## src/hw/rtl/sct_pkg.sv

```systemverilog
// Package for the shell command tokenizer: character classes, scanner states,
// token kinds, the result record and the byte classifier.
// Depends on nothing; used by shell_command_tokenizer.
package sct_pkg;

   // Width of the byte position counter and of the stored word start.
   localparam int POSITION_BITS = 16;
   // Width of a position as it leaves the block.
   localparam int OUT_POS_BITS  = 16;
   // Depth of the result queue; a byte may push two results.
   localparam int QUEUE_DEPTH   = 4;
   localparam int QUEUE_PTR_BITS = $clog2(QUEUE_DEPTH);
   localparam int QUEUE_CNT_BITS = $clog2(QUEUE_DEPTH + 1);

   typedef logic [POSITION_BITS-1:0] position_type;
   localparam position_type POS_MAX = '1;

   // Character constants.
   localparam logic [7:0] CH_AST = 8'h2A;  // '*'
   localparam logic [7:0] CH_LT  = 8'h3C;  // '<'
   localparam logic [7:0] CH_GT  = 8'h3E;  // '>'
   localparam logic [7:0] CH_BAR = 8'h7C;  // '|'
   localparam logic [7:0] CH_QUO = 8'h22;  // '"'
   localparam logic [7:0] CH_AMP = 8'h26;  // '&'
   localparam logic [7:0] CH_BSL = 8'h5C;  // backslash
   localparam logic [7:0] CH_TAB = 8'h09;  // tab
   localparam logic [7:0] CH_NL  = 8'h0A;  // newline
   localparam logic [7:0] CH_SP  = 8'h20;  // space
   localparam logic [7:0] CH_EOT = 8'h00;  // end of text
   localparam logic [7:0] CH_DASH  = 8'h2D;
   localparam logic [7:0] CH_SLASH = 8'h2F;
   localparam logic [7:0] CH_UNDER = 8'h5F;
   localparam logic [7:0] CH_DOT   = 8'h2E;

   typedef enum logic [3:0] {
      C_AST, C_LT, C_GT, C_NL, C_SP, C_EOT, C_BAR, C_ID, C_QUO, C_AMP,
      C_TAB, C_BSL, C_OTHER
   } char_class_type;

   typedef enum logic [2:0] {
      S_START = 3'd0,
      S_COM1  = 3'd1,
      S_COM2  = 3'd2,
      S_WORD  = 3'd3,
      S_Q1    = 3'd4,
      S_Q2    = 3'd5
   } scan_state_type;

   typedef enum logic [3:0] {
      K_COMMENT = 4'd0,
      K_IN      = 4'd1,
      K_OUT     = 4'd2,
      K_PIPE    = 4'd3,
      K_BG      = 4'd4,
      K_NL      = 4'd5,
      K_END     = 4'd6,
      K_WORD    = 4'd7,
      K_ERR     = 4'd8
   } token_kind_type;

   // One result as it waits in the queue.
   typedef struct packed {
      token_kind_type            kind;
      logic [OUT_POS_BITS-1:0]   word_start;
      logic [OUT_POS_BITS-1:0]   word_end;
      logic [OUT_POS_BITS-1:0]   position;
      logic                      last;
   } queue_entry_type;

   // Sort a byte into one of the thirteen lexer classes.
   function automatic char_class_type classify(input logic [7:0] b);
      char_class_type c;
      if (b == CH_AST)                       c = C_AST;
      else if (b == CH_LT)                   c = C_LT;
      else if (b == CH_GT)                   c = C_GT;
      else if (b == CH_NL)                   c = C_NL;
      else if (b == CH_SP)                   c = C_SP;
      else if (b == CH_EOT)                  c = C_EOT;
      else if (b == CH_BAR)                  c = C_BAR;
      else if ((b >= 8'h30 && b <= 8'h39) || (b >= 8'h41 && b <= 8'h5A) ||
               (b >= 8'h61 && b <= 8'h7A) || b == CH_DASH ||
               b == CH_SLASH || b == CH_UNDER || b == CH_DOT)
                                             c = C_ID;
      else if (b == CH_QUO)                  c = C_QUO;
      else if (b == CH_AMP)                  c = C_AMP;
      else if (b == CH_TAB)                  c = C_TAB;
      else if (b == CH_BSL)                  c = C_BSL;
      else                                   c = C_OTHER;
      return c;
   endfunction

   // Position increment that sticks at the top value.
   function automatic position_type sat_inc(input position_type v);
      return (v == POS_MAX) ? v : position_type'(v + 1'b1);
   endfunction

endpackage

```

## src/hw/rtl/shell_command_tokenizer.sv

```systemverilog
// Shell command tokenizer: one byte per cycle into lexer tokens while
// req_tready is high. Each byte's tokens are written into the result queue
// when the byte is transferred and are offered on rsp from there; the result
// channel carries at most one token per cycle, so a byte yielding two tokens
// is absorbed by the four-entry result queue (req_tready needs two free entries).
// Reset (synchronous, active high) returns the scanner to start, clears the
// positions and empties the result queue.
// Depends on sct_pkg.
module shell_command_tokenizer
   import sct_pkg::*;
(
   input  logic        clock,
   input  logic        reset,
   input  logic        req_tvalid,
   output logic        req_tready,
   input  logic [7:0]  req_tdata,   // [7:0] byte_value
   output logic        rsp_tvalid,
   input  logic        rsp_tready,
   output logic [55:0] rsp_tdata,   // [3:0] token_kind, [19:4] word_start,
                                    // [35:20] word_end, [51:36] token_position,
                                    // [55:52] zero
   output logic        rsp_tlast    // last_of_run
);

   scan_state_type state_ff, state_in;
   position_type   byte_pos_ff, byte_pos_in;
   position_type   word_begin_ff, word_begin_in;

   queue_entry_type queue_ff [QUEUE_DEPTH];
   logic [QUEUE_PTR_BITS-1:0] wr_ptr_ff, wr_ptr_in;
   logic [QUEUE_PTR_BITS-1:0] rd_ptr_ff, rd_ptr_in;
   logic [QUEUE_CNT_BITS-1:0] count_ff, count_in;

   logic           req_fire;
   logic           rsp_fire;
   char_class_type cls;
   position_type   p;

   // First-phase decode of the current state.
   logic           again;
   logic           first_emit;
   token_kind_type first_kind;
   logic           first_word;

   // Second-phase (start state) handling.
   logic           second_emit;
   token_kind_type second_kind;
   logic           eot;

   queue_entry_type tok_a, tok_b;
   logic           push_a, push_b;

   assign req_fire = req_tvalid && req_tready;
   assign rsp_fire = rsp_tvalid && rsp_tready;
   assign cls      = classify(req_tdata);
   assign p        = byte_pos_ff;

   // Handling of the byte in the current state.
   always_comb begin
      again      = 1'b0;
      first_emit = 1'b0;
      first_kind = K_ERR;
      first_word = 1'b0;
      case (state_ff)
         S_COM1: begin
            if (cls != C_AST) first_emit = 1'b1;
         end
         S_COM2: begin
            if (cls == C_NL || cls == C_EOT) begin
               first_emit = 1'b1;
               first_kind = K_COMMENT;
               again      = 1'b1;
            end
         end
         S_WORD: begin
            if (cls == C_ID) begin
               first_emit = 1'b0;
            end else if (cls == C_AST || cls == C_QUO || cls == C_OTHER) begin
               first_emit = 1'b1;
            end else begin
               first_emit = 1'b1;
               first_kind = K_WORD;
               first_word = 1'b1;
               again      = 1'b1;
            end
         end
         S_Q1: begin
            if (cls != C_SP && cls != C_ID) first_emit = 1'b1;
         end
         S_Q2: begin
            if (cls == C_QUO) begin
               first_emit = 1'b1;
               first_kind = K_WORD;
               first_word = 1'b1;
            end else if (cls != C_SP && cls != C_ID) begin
               first_emit = 1'b1;
            end
         end
         default: again = 1'b1;
      endcase
   end

   // Handling of the byte again from the start state.
   always_comb begin
      second_emit = 1'b0;
      second_kind = K_ERR;
      eot         = 1'b0;
      if (again) begin
         case (cls)
            C_LT:  begin second_emit = 1'b1; second_kind = K_IN;   end
            C_GT:  begin second_emit = 1'b1; second_kind = K_OUT;  end
            C_BAR: begin second_emit = 1'b1; second_kind = K_PIPE; end
            C_AMP: begin second_emit = 1'b1; second_kind = K_BG;   end
            C_BSL: begin second_emit = 1'b1; second_kind = K_NL;   end
            C_EOT: begin
               second_emit = 1'b1;
               second_kind = K_END;
               eot         = 1'b1;
            end
            C_AST, C_NL, C_SP, C_TAB, C_ID, C_QUO: second_emit = 1'b0;
            default: second_emit = 1'b1;
         endcase
      end
   end

   // Next scanner state and positions.
   always_comb begin
      state_in      = state_ff;
      word_begin_in = word_begin_ff;
      byte_pos_in   = byte_pos_ff;
      if (req_fire) begin
         case (state_ff)
            S_COM1:  state_in = (cls == C_AST) ? S_COM2 : S_START;
            S_COM2:  state_in = again ? S_START : S_COM2;
            S_WORD:  state_in = (cls == C_ID) ? S_WORD : S_START;
            S_Q1: begin
               if (cls == C_SP)      state_in = S_Q1;
               else if (cls == C_ID) state_in = S_Q2;
               else                  state_in = S_START;
            end
            S_Q2:    state_in = (cls == C_SP || cls == C_ID) ? S_Q2 : S_START;
            default: state_in = S_START;
         endcase
         if (again) begin
            case (cls)
               C_AST: state_in = S_COM1;
               C_ID: begin
                  state_in      = S_WORD;
                  word_begin_in = p;
               end
               C_QUO: begin
                  state_in      = S_Q1;
                  word_begin_in = sat_inc(p);
               end
               default: state_in = S_START;
            endcase
         end
         byte_pos_in = eot ? '0 : sat_inc(p);
      end
   end

   // Assemble the one or two result records for this byte.
   always_comb begin
      queue_entry_type t1, t2;
      t1.kind       = first_kind;
      t1.word_start = first_word ? OUT_POS_BITS'(word_begin_ff) : '0;
      t1.word_end   = first_word ? OUT_POS_BITS'(p) : '0;
      t1.position   = OUT_POS_BITS'(p);
      t1.last       = !second_emit;
      t2.kind       = second_kind;
      t2.word_start = '0;
      t2.word_end   = '0;
      t2.position   = OUT_POS_BITS'(p);
      t2.last       = 1'b1;
      if (first_emit) begin
         tok_a = t1;
         tok_b = t2;
      end else begin
         tok_a = t2;
         tok_b = t2;
      end
      push_a = req_fire && (first_emit || second_emit);
      push_b = req_fire && first_emit && second_emit;
   end

   // Queue pointers and fill level.
   always_comb begin
      wr_ptr_in = wr_ptr_ff;
      if (push_b)      wr_ptr_in = wr_ptr_ff + QUEUE_PTR_BITS'(2);
      else if (push_a) wr_ptr_in = wr_ptr_ff + QUEUE_PTR_BITS'(1);
      rd_ptr_in = rsp_fire ? rd_ptr_ff + QUEUE_PTR_BITS'(1) : rd_ptr_ff;
      count_in  = count_ff + QUEUE_CNT_BITS'(push_a) + QUEUE_CNT_BITS'(push_b)
                  - QUEUE_CNT_BITS'(rsp_fire);
   end

   // Control registers.
   always_ff @(posedge clock) begin
      if (reset) begin
         state_ff      <= S_START;
         byte_pos_ff   <= '0;
         word_begin_ff <= '0;
         wr_ptr_ff     <= '0;
         rd_ptr_ff     <= '0;
         count_ff      <= '0;
      end else begin
         state_ff      <= state_in;
         byte_pos_ff   <= byte_pos_in;
         word_begin_ff <= word_begin_in;
         wr_ptr_ff     <= wr_ptr_in;
         rd_ptr_ff     <= rd_ptr_in;
         count_ff      <= count_in;
      end
   end

   // Result queue storage; a byte may write two consecutive entries.
   always_ff @(posedge clock) begin
      if (push_a) queue_ff[wr_ptr_ff] <= tok_a;
      if (push_b) queue_ff[wr_ptr_ff + QUEUE_PTR_BITS'(1)] <= tok_b;
   end

   // Port drive.
   assign req_tready = (count_ff <= QUEUE_CNT_BITS'(QUEUE_DEPTH - 2));
   assign rsp_tvalid = (count_ff != '0);
   assign rsp_tdata  = {4'b0000, queue_ff[rd_ptr_ff].position,
                        queue_ff[rd_ptr_ff].word_end,
                        queue_ff[rd_ptr_ff].word_start,
                        queue_ff[rd_ptr_ff].kind};
   assign rsp_tlast  = queue_ff[rd_ptr_ff].last;

`ifndef SYNTHESIS
   // The queue never holds more than its depth.
   a_count_bound: assert property (@(posedge clock) disable iff (reset)
      count_ff <= QUEUE_CNT_BITS'(QUEUE_DEPTH))
      else $error("result queue overfilled");

   // A byte transfer always finds room for two results.
   a_room_on_accept: assert property (@(posedge clock) disable iff (reset)
      req_fire |-> count_ff <= QUEUE_CNT_BITS'(QUEUE_DEPTH - 2))
      else $error("byte accepted without room for two results");

   // The fill level holds still when nothing is pushed or popped.
   a_count_track: assert property (@(posedge clock) disable iff (reset)
      (!push_a && !rsp_fire) |=> count_ff == $past(count_ff))
      else $error("queue fill level changed without a transfer");

   // Entering a plain word records the position of its first byte.
   a_word_begin: assert property (@(posedge clock) disable iff (reset)
      (req_fire && state_ff != S_WORD && state_in == S_WORD)
      |=> word_begin_ff == $past(byte_pos_ff))
      else $error("word start not captured on entry to word state");
`endif

endmodule
```

## config.mk

```make
export PLATFORM = sky130hd
export DESIGN_NAME = shell_command_tokenizer
export DESIGN_NICKNAME = d
export VERILOG_FILES = /design/src/hw/rtl/sct_pkg.sv /design/src/hw/rtl/shell_command_tokenizer.sv
export SDC_FILE = /design/constraint.sdc
export NUM_CORES = 1
export LEC_CHECK = 0
export ABC_AREA = 1
export BUFFER_PORTS_ARGS = -buffer_cell sky130_fd_sc_hd__buf_2
export CORE_MARGIN = 2
export CORE_UTILIZATION = 65
export CTS_BUF_LIST = sky130_fd_sc_hd__clkbuf_16
export DETAILED_ROUTE_END_ITERATION = 16
export PLACE_DENSITY = 0.84
export SETUP_SLACK_MARGIN = 0.15
export SYNTH_ARGS = -nofsm -noshare
export SYNTH_HDL_FRONTEND = slang
export SYNTH_SLANG_ARGS = --single-unit
```

## constraint.sdc

```tcl
create_clock -name clock -period 6.8 [get_ports clock]
set_input_delay 1.36 -clock clock [delete_from_list [all_inputs] [get_ports clock]]
set_output_delay 1.36 -clock clock [all_outputs]
set_load 0.05 [all_outputs]
```

* After elaboration in Yosys (flattened, before gate mapping) *
Memories as Yosys holds them, arrays and structs flattened. A register that Yosys moved wholly into a read port is not among the register bits.
Cells that the tools add are included.
W data, S select, Z words.

word-level totals
  output and inout port bits = 59
  word-level logic and storage cells = 141
  input port bits = 12
  RAM bits = 212
  register bits = 42
  memories = 1

memory list
  name      depth  bits a word  read ports  clocked after memory_dff  write ports  line                           source
  queue_ff  4      53           1           1                         2            shell_command_tokenizer.sv:29  queue_entry_type queue_ff [QUEUE_DEPTH];

operators by class
  order comparisons = 7
  add/sub/neg operators = 7
  reductions and logical operators = 30
  equality and inequality tests = 34
  mux-type cells = 56

operators with widths
  kind                     count
  $eq A8 B6 Y1 const B     9
  $mux W16                 4
  $mux W53                 1
  $mux W4                  13
  $pmux W16 S2             1
  $eq A8 B7 Y1 const B     3
  $mux W3                  8
  $pmux W4 S6              1
  $eq A4 B4 Y1 const B     5
  $add A16 B1 Y16 const B  1
  $eq A16 B16 Y1 const B   1
  $eq A4 B3 Y1 const B     4
  $eq A8 B4 Y1 const B     2
  $ge A8 B7 Y1 const B     2
  $le A8 B7 Y1 const B     2
  $mux W1                  16
  $pmux W3 S5              1
  $mux W2                  6
  $pmux W4 S3              1
  $logic_or A1 B1 Y1       11
  $logic_and A1 B1 Y1      9
  $pmux W3 S3              1
  $eq A4 B2 Y1 const B     2
  $ge A8 B6 Y1 const B     1
  other kinds (23)         29

* Logic depth before layout (Yosys ltp) *
  depth after elaboration = 28
  gate-level depth with buffers = 22
  gate-level depth less buffers = 22

* Worst setup path before layout *
Ideal clock, no wire load.

  kind = input -> register
  from = input req_tdata[7]
  to = register count_ff[2]
  arrival time = 3.780 ns
  setup slack = 2.893 ns
  setup time = 0.128 ns
  required time = 6.672 ns
  stages = 16
  cell sequence = nor2_2 nand3_1 nor2_2 inv_2 a21oi_1 inv_1 o2111ai_2 inv_2 nand2_4 nand2_1 ha_1 inv_1 fa_1 fa_1 xor2_1 nor2_1

on the way
  cells in the longest elaborated chain, start to end = 28
  elaborated cells between the ends (all ways) = 76
  classes of those cells = add/sub: 3; order compare: 6; eq/ne: 23; mux: 23; reduce/logical: 21

RTL lines
  element                                     line                            source
  start, declared                             shell_command_tokenizer.sv:16   input logic [7:0] req_tdata,
  $ge A8 B6 Y1, or another cell as far along  sct_pkg.sv:80                   else if ((b >= 8'h30 && b <= 8'h39) || (b >= 8'h41 && b <= 8'h5A) ||
  $logic_and A1 B1 Y1                         sct_pkg.sv:80
  $logic_or A1 B1 Y1 (2 in series)            sct_pkg.sv:80
  $logic_or A1 B1 Y1 (2 in series)            sct_pkg.sv:81                   (b >= 8'h61 && b <= 8'h7A) || b == CH_DASH ||
  $logic_or A1 B1 Y1 (2 in series)            sct_pkg.sv:82                   b == CH_SLASH || b == CH_UNDER || b == CH_DOT)
  $mux W4                                     sct_pkg.sv:80
  $mux W4                                     sct_pkg.sv:79                   else if (b == CH_BAR) c = C_BAR;
  $mux W4                                     sct_pkg.sv:78                   else if (b == CH_EOT) c = C_EOT;
  (+9 left out)                               --
  $mux W1                                     shell_command_tokenizer.sv:76   if (cls == C_ID) begin
  $pmux W1 S3                                 shell_command_tokenizer.sv:64   case (state_ff)
  $mux W1                                     shell_command_tokenizer.sv:108  if (again) begin
  $logic_or A1 B1 Y1                          shell_command_tokenizer.sv:182  push_a = req_fire && (first_emit || second_emit);
  $logic_and A1 B1 Y1                         shell_command_tokenizer.sv:182
  $add A3 B1 Y3                               shell_command_tokenizer.sv:192  count_in = count_ff + QUEUE_CNT_BITS'(push_a) + QUEUE_CNT_BITS'(push_b)
  $add A3 B1 Y3 *                             shell_command_tokenizer.sv:192
  $sub A3 B1 Y3 *                             shell_command_tokenizer.sv:193  - QUEUE_CNT_BITS'(rsp_fire);
  end signal, assigned                        shell_command_tokenizer.sv:211  count_ff <= count_in;
  end, declared                               shell_command_tokenizer.sv:32   logic [QUEUE_CNT_BITS-1:0] count_ff, count_in;

Every way passes the cells marked *; elsewhere a longest branch is shown, timed or not.
A chain may end at the register's enable or synchronous reset.

==> impl_metrics.tcl <==
set metrics [dict create \
    rsz0062_at_grt "false" \
    synth_cell_types 42 \
    cts_root_buffer "clkbuf_16" \
    slew_viol_final 0 \
    power.leakage_nw 5.98 \
    hold_violations 0 \
    path_max_fanout 48 \
    cts_hold_buf 0 \
    stdcell_count 1940 \
    ys_seq_area_share_pct 48.0 \
    initialDrtViolationCount 1097 \
    grt_max_degree 87 \
    post_cts_buffers 0 \
    synth_xor_area_share_pct 0.638 \
    clk_latency_ns 0.54 \
    drt_first_pass_iters 6 \
    area_delta_synth_final_pct 8.15 \
    grt_pass1_wl_um 52400 \
    reg2regPathDepth 12 \
    cap_violations 0 \
    critPathLaunchType "primary input" \
    synth_top_family_by_area "simple AND/OR/NAND/NOR gates" \
    gp_congestion 0.991 \
    outcome "finished clean" \
    setup_viol 0 \
    place_inst 1892 \
    via_per_inst 5.80 \
    post-route-period-util_pct 65.7 \
    via_count 11253 \
    wl_per_cell_um 16.5 \
    yosysWarnings 0 \
    yosys.area_share.simple_pct 28.8 \
    rows 50 \
    syn_inst 1682 \
    synthArstFlopShare_pct 0 \
    grt_pass1_vias 10637 \
    io_buffer_count 66 \
    die_h_um 142 \
    fin_skew_ns 0.0204 \
    critPathCaptureType "flip-flop" \
    antenna_found_initial 0 \
    synth_ff_type "dfxtp_1" \
    ir_worst_vdd_uv 290 \
    coreArea_um2 18700 \
    max_clock_freq_ghz 0.224 \
    path_class "primary input to flip-flop" \
    tightest_slew_ns 1.05 \
    clkSinkCount 256 \
    synth-seq-cells 256 \
    start_util_pct 66.0 \
    critical_path_required_ns 7.05 \
    tns_ns 0 \
    arrival_ns 4.72 \
    avgSynthCellArea_um2 7.34 \
    cts_buffer_depth 3 \
    postLayoutCoreUtil_pct 71.4 \
    cts.reportedPaths.clkPinSlew_ns 0.06 \
    fp.dieW_um 142 \
    post_cts_resized 0 \
    die_area_um2 20100 \
    synth_fa_ha_area_share_pct 1.03 \
    cts_tree "done" \
    grtUsageTotal_pct 32.3 \
    syn_area_um2 12400 \
    synth_compound_area_share_pct 12.7 \
    antenna_cells 0 \
    antenna_left 0 \
    place_hpwl_um 19400 \
    hold_depth 2 \
    drive_gt1_share_pct 9.03 \
    min_period_ns 4.47 \
    grt.overflow.total 0 \
    ctsHtreeMaxLevel 1 \
    max_slew_margin_pct 30.0 \
    power.density_nw_per_um2 375 \
    rrSetupSlack_ns 2.36 \
    synth-edff-count 80 \
    drc 0 \
    final_nets 1708 \
    numCtsBuffers 27 \
    io_pins 71 \
    routed_wl_um 32100 \
    muxShareOfSynthArea_pct 0 \
    hold_path_class "flip-flop to flip-flop" \
]
synth_stat cells, drive strengths merged, types with 2 or more instances:
library cell / number / area [um2]
ha: 7 / 87.6
nand3b: 2 / 15.0
dfxtp: 176 / 3520
o22ai: 21 / 131
edfxtp: 80 / 2400
nand3: 140 / 746
o21ai: 125 / 626
clkinv: 4 / 15.0
clkbuf: 47 / 176
o2111ai: 2 / 23.8
fa: 2 / 40.0
nand2: 405 / 1570
nor3: 10 / 55.1
o211ai: 2 / 15.0
xor2: 9 / 78.8
nand4: 7 / 43.8
nor2: 288 / 1110
inv: 149 / 559
buf: 53 / 342
a21oi: 143 / 716
final timing paths:
check,from,end
worst max register to register,count_ff[1],queue_ff[0][10]
worst min-delay path,queue_ff[2][39],queue_ff[2][39]
worst min register to register,queue_ff[2][39],queue_ff[2][39]
worst max-delay path,req_tvalid,queue_ff[0][10]
logic make-up after synthesis:
logic type               count (synthesis)
AO/OA/AOI/OAI                          300
XOR/XNOR                                 9
adder cells (fa/ha/maj)                  9
buffers and inverters                  253
flip-flops                             256
other                                    1
AND/OR/NAND/NOR                        854
final cells by class:
cell class / instances / area (um2)
flip-flops and latches: 256 / 5930
multi-input cells: 1176 / 5350
fillers: 1458 / 5350
clock buffers: 27 / 676
inverters: 153 / 576
repair buffers: 73 / 395
well taps: 234 / 293
clock inverters: 21 / 148
routing by layer:
| metal | track usage (%) | wire length (um) | share of wire [%] |
|---|---|---|---|
| met1 | 41.1 | 12600 | 39 |
| met2 | 54.5 | 15100 | 47 |
| met3 | 5.70 | 3110 | 9.7 |
| met4 | 13.6 | 1300 | 4.0 |
| met5 | 0 | 0 | 0 |
power breakdown:
part           total (mW)  switching, mW  internal [mW]  leakage, nW
Combinational        1.74           1.35          0.390         3.39
Clock                1.39          0.598          0.792        0.433
Sequential           1.88         0.0722           1.81         2.16
Total                5.01           2.02           2.99         5.98
flip-flops by register name, indices dropped and copies added (netlist names), named ones only:
name           cells
state_ff           3
queue_ff         212
byte_pos_ff       16
count_ff           3
rd_ptr_ff          2
word_begin_ff     16
wr_ptr_ff          2
layout by cell type (no fill, tap or decap), drive strengths merged, types with 2 or more instances in the layout:
| cell | n |
|---|---|
| nand2 | 405 |
| nor2 | 288 |
| dfxtp | 176 |
| inv | 158 |
| a21oi | 143 |
| nand3 | 140 |
| o21ai | 125 |
| edfxtp | 80 |
| buf | 73 |
| clkbuf | 27 |
| o22ai | 21 |
| clkinv | 13 |
| nor3 | 10 |
| xor2 | 9 |
| nand4 | 7 |
| ha | 7 |
| conb | 4 |
| nand3b | 2 |
| o211ai | 2 |
| fa | 2 |
| bufinv | 2 |
| o2111ai | 2 |
through the flow:
step | power (mW) | area, um2 | hold slack (ns) | setup slack [ns]
2_1_floorplan | 3.27 | 12400 | 0.414 | 2.89
3_3_place_gp | 3.59 | 12500 | 0.422 | 1.96
3_5_place_dp | 3.63 | 12500 | 0.428 | 1.86
4_1_cts | 5.00 | 13400 | 0.443 | 2.41
5_1_grt | 5.24 | 13400 | 0.466 | 2.00
6_report | 5.01 | 13400 | 0.446 | 2.33
critical path, stage by stage:
cell and delay [ns]:
buf_2 0.10, nand2_1 0.66, inv_1 0.66, nand2_1 0.19, nand3b_1 0.17, inv_2 0.06, nand2_1 0.09, nand2_2 0.37
inv_2 0.93, nor2_1 0.11
Power figures use the tool's default switching activity.
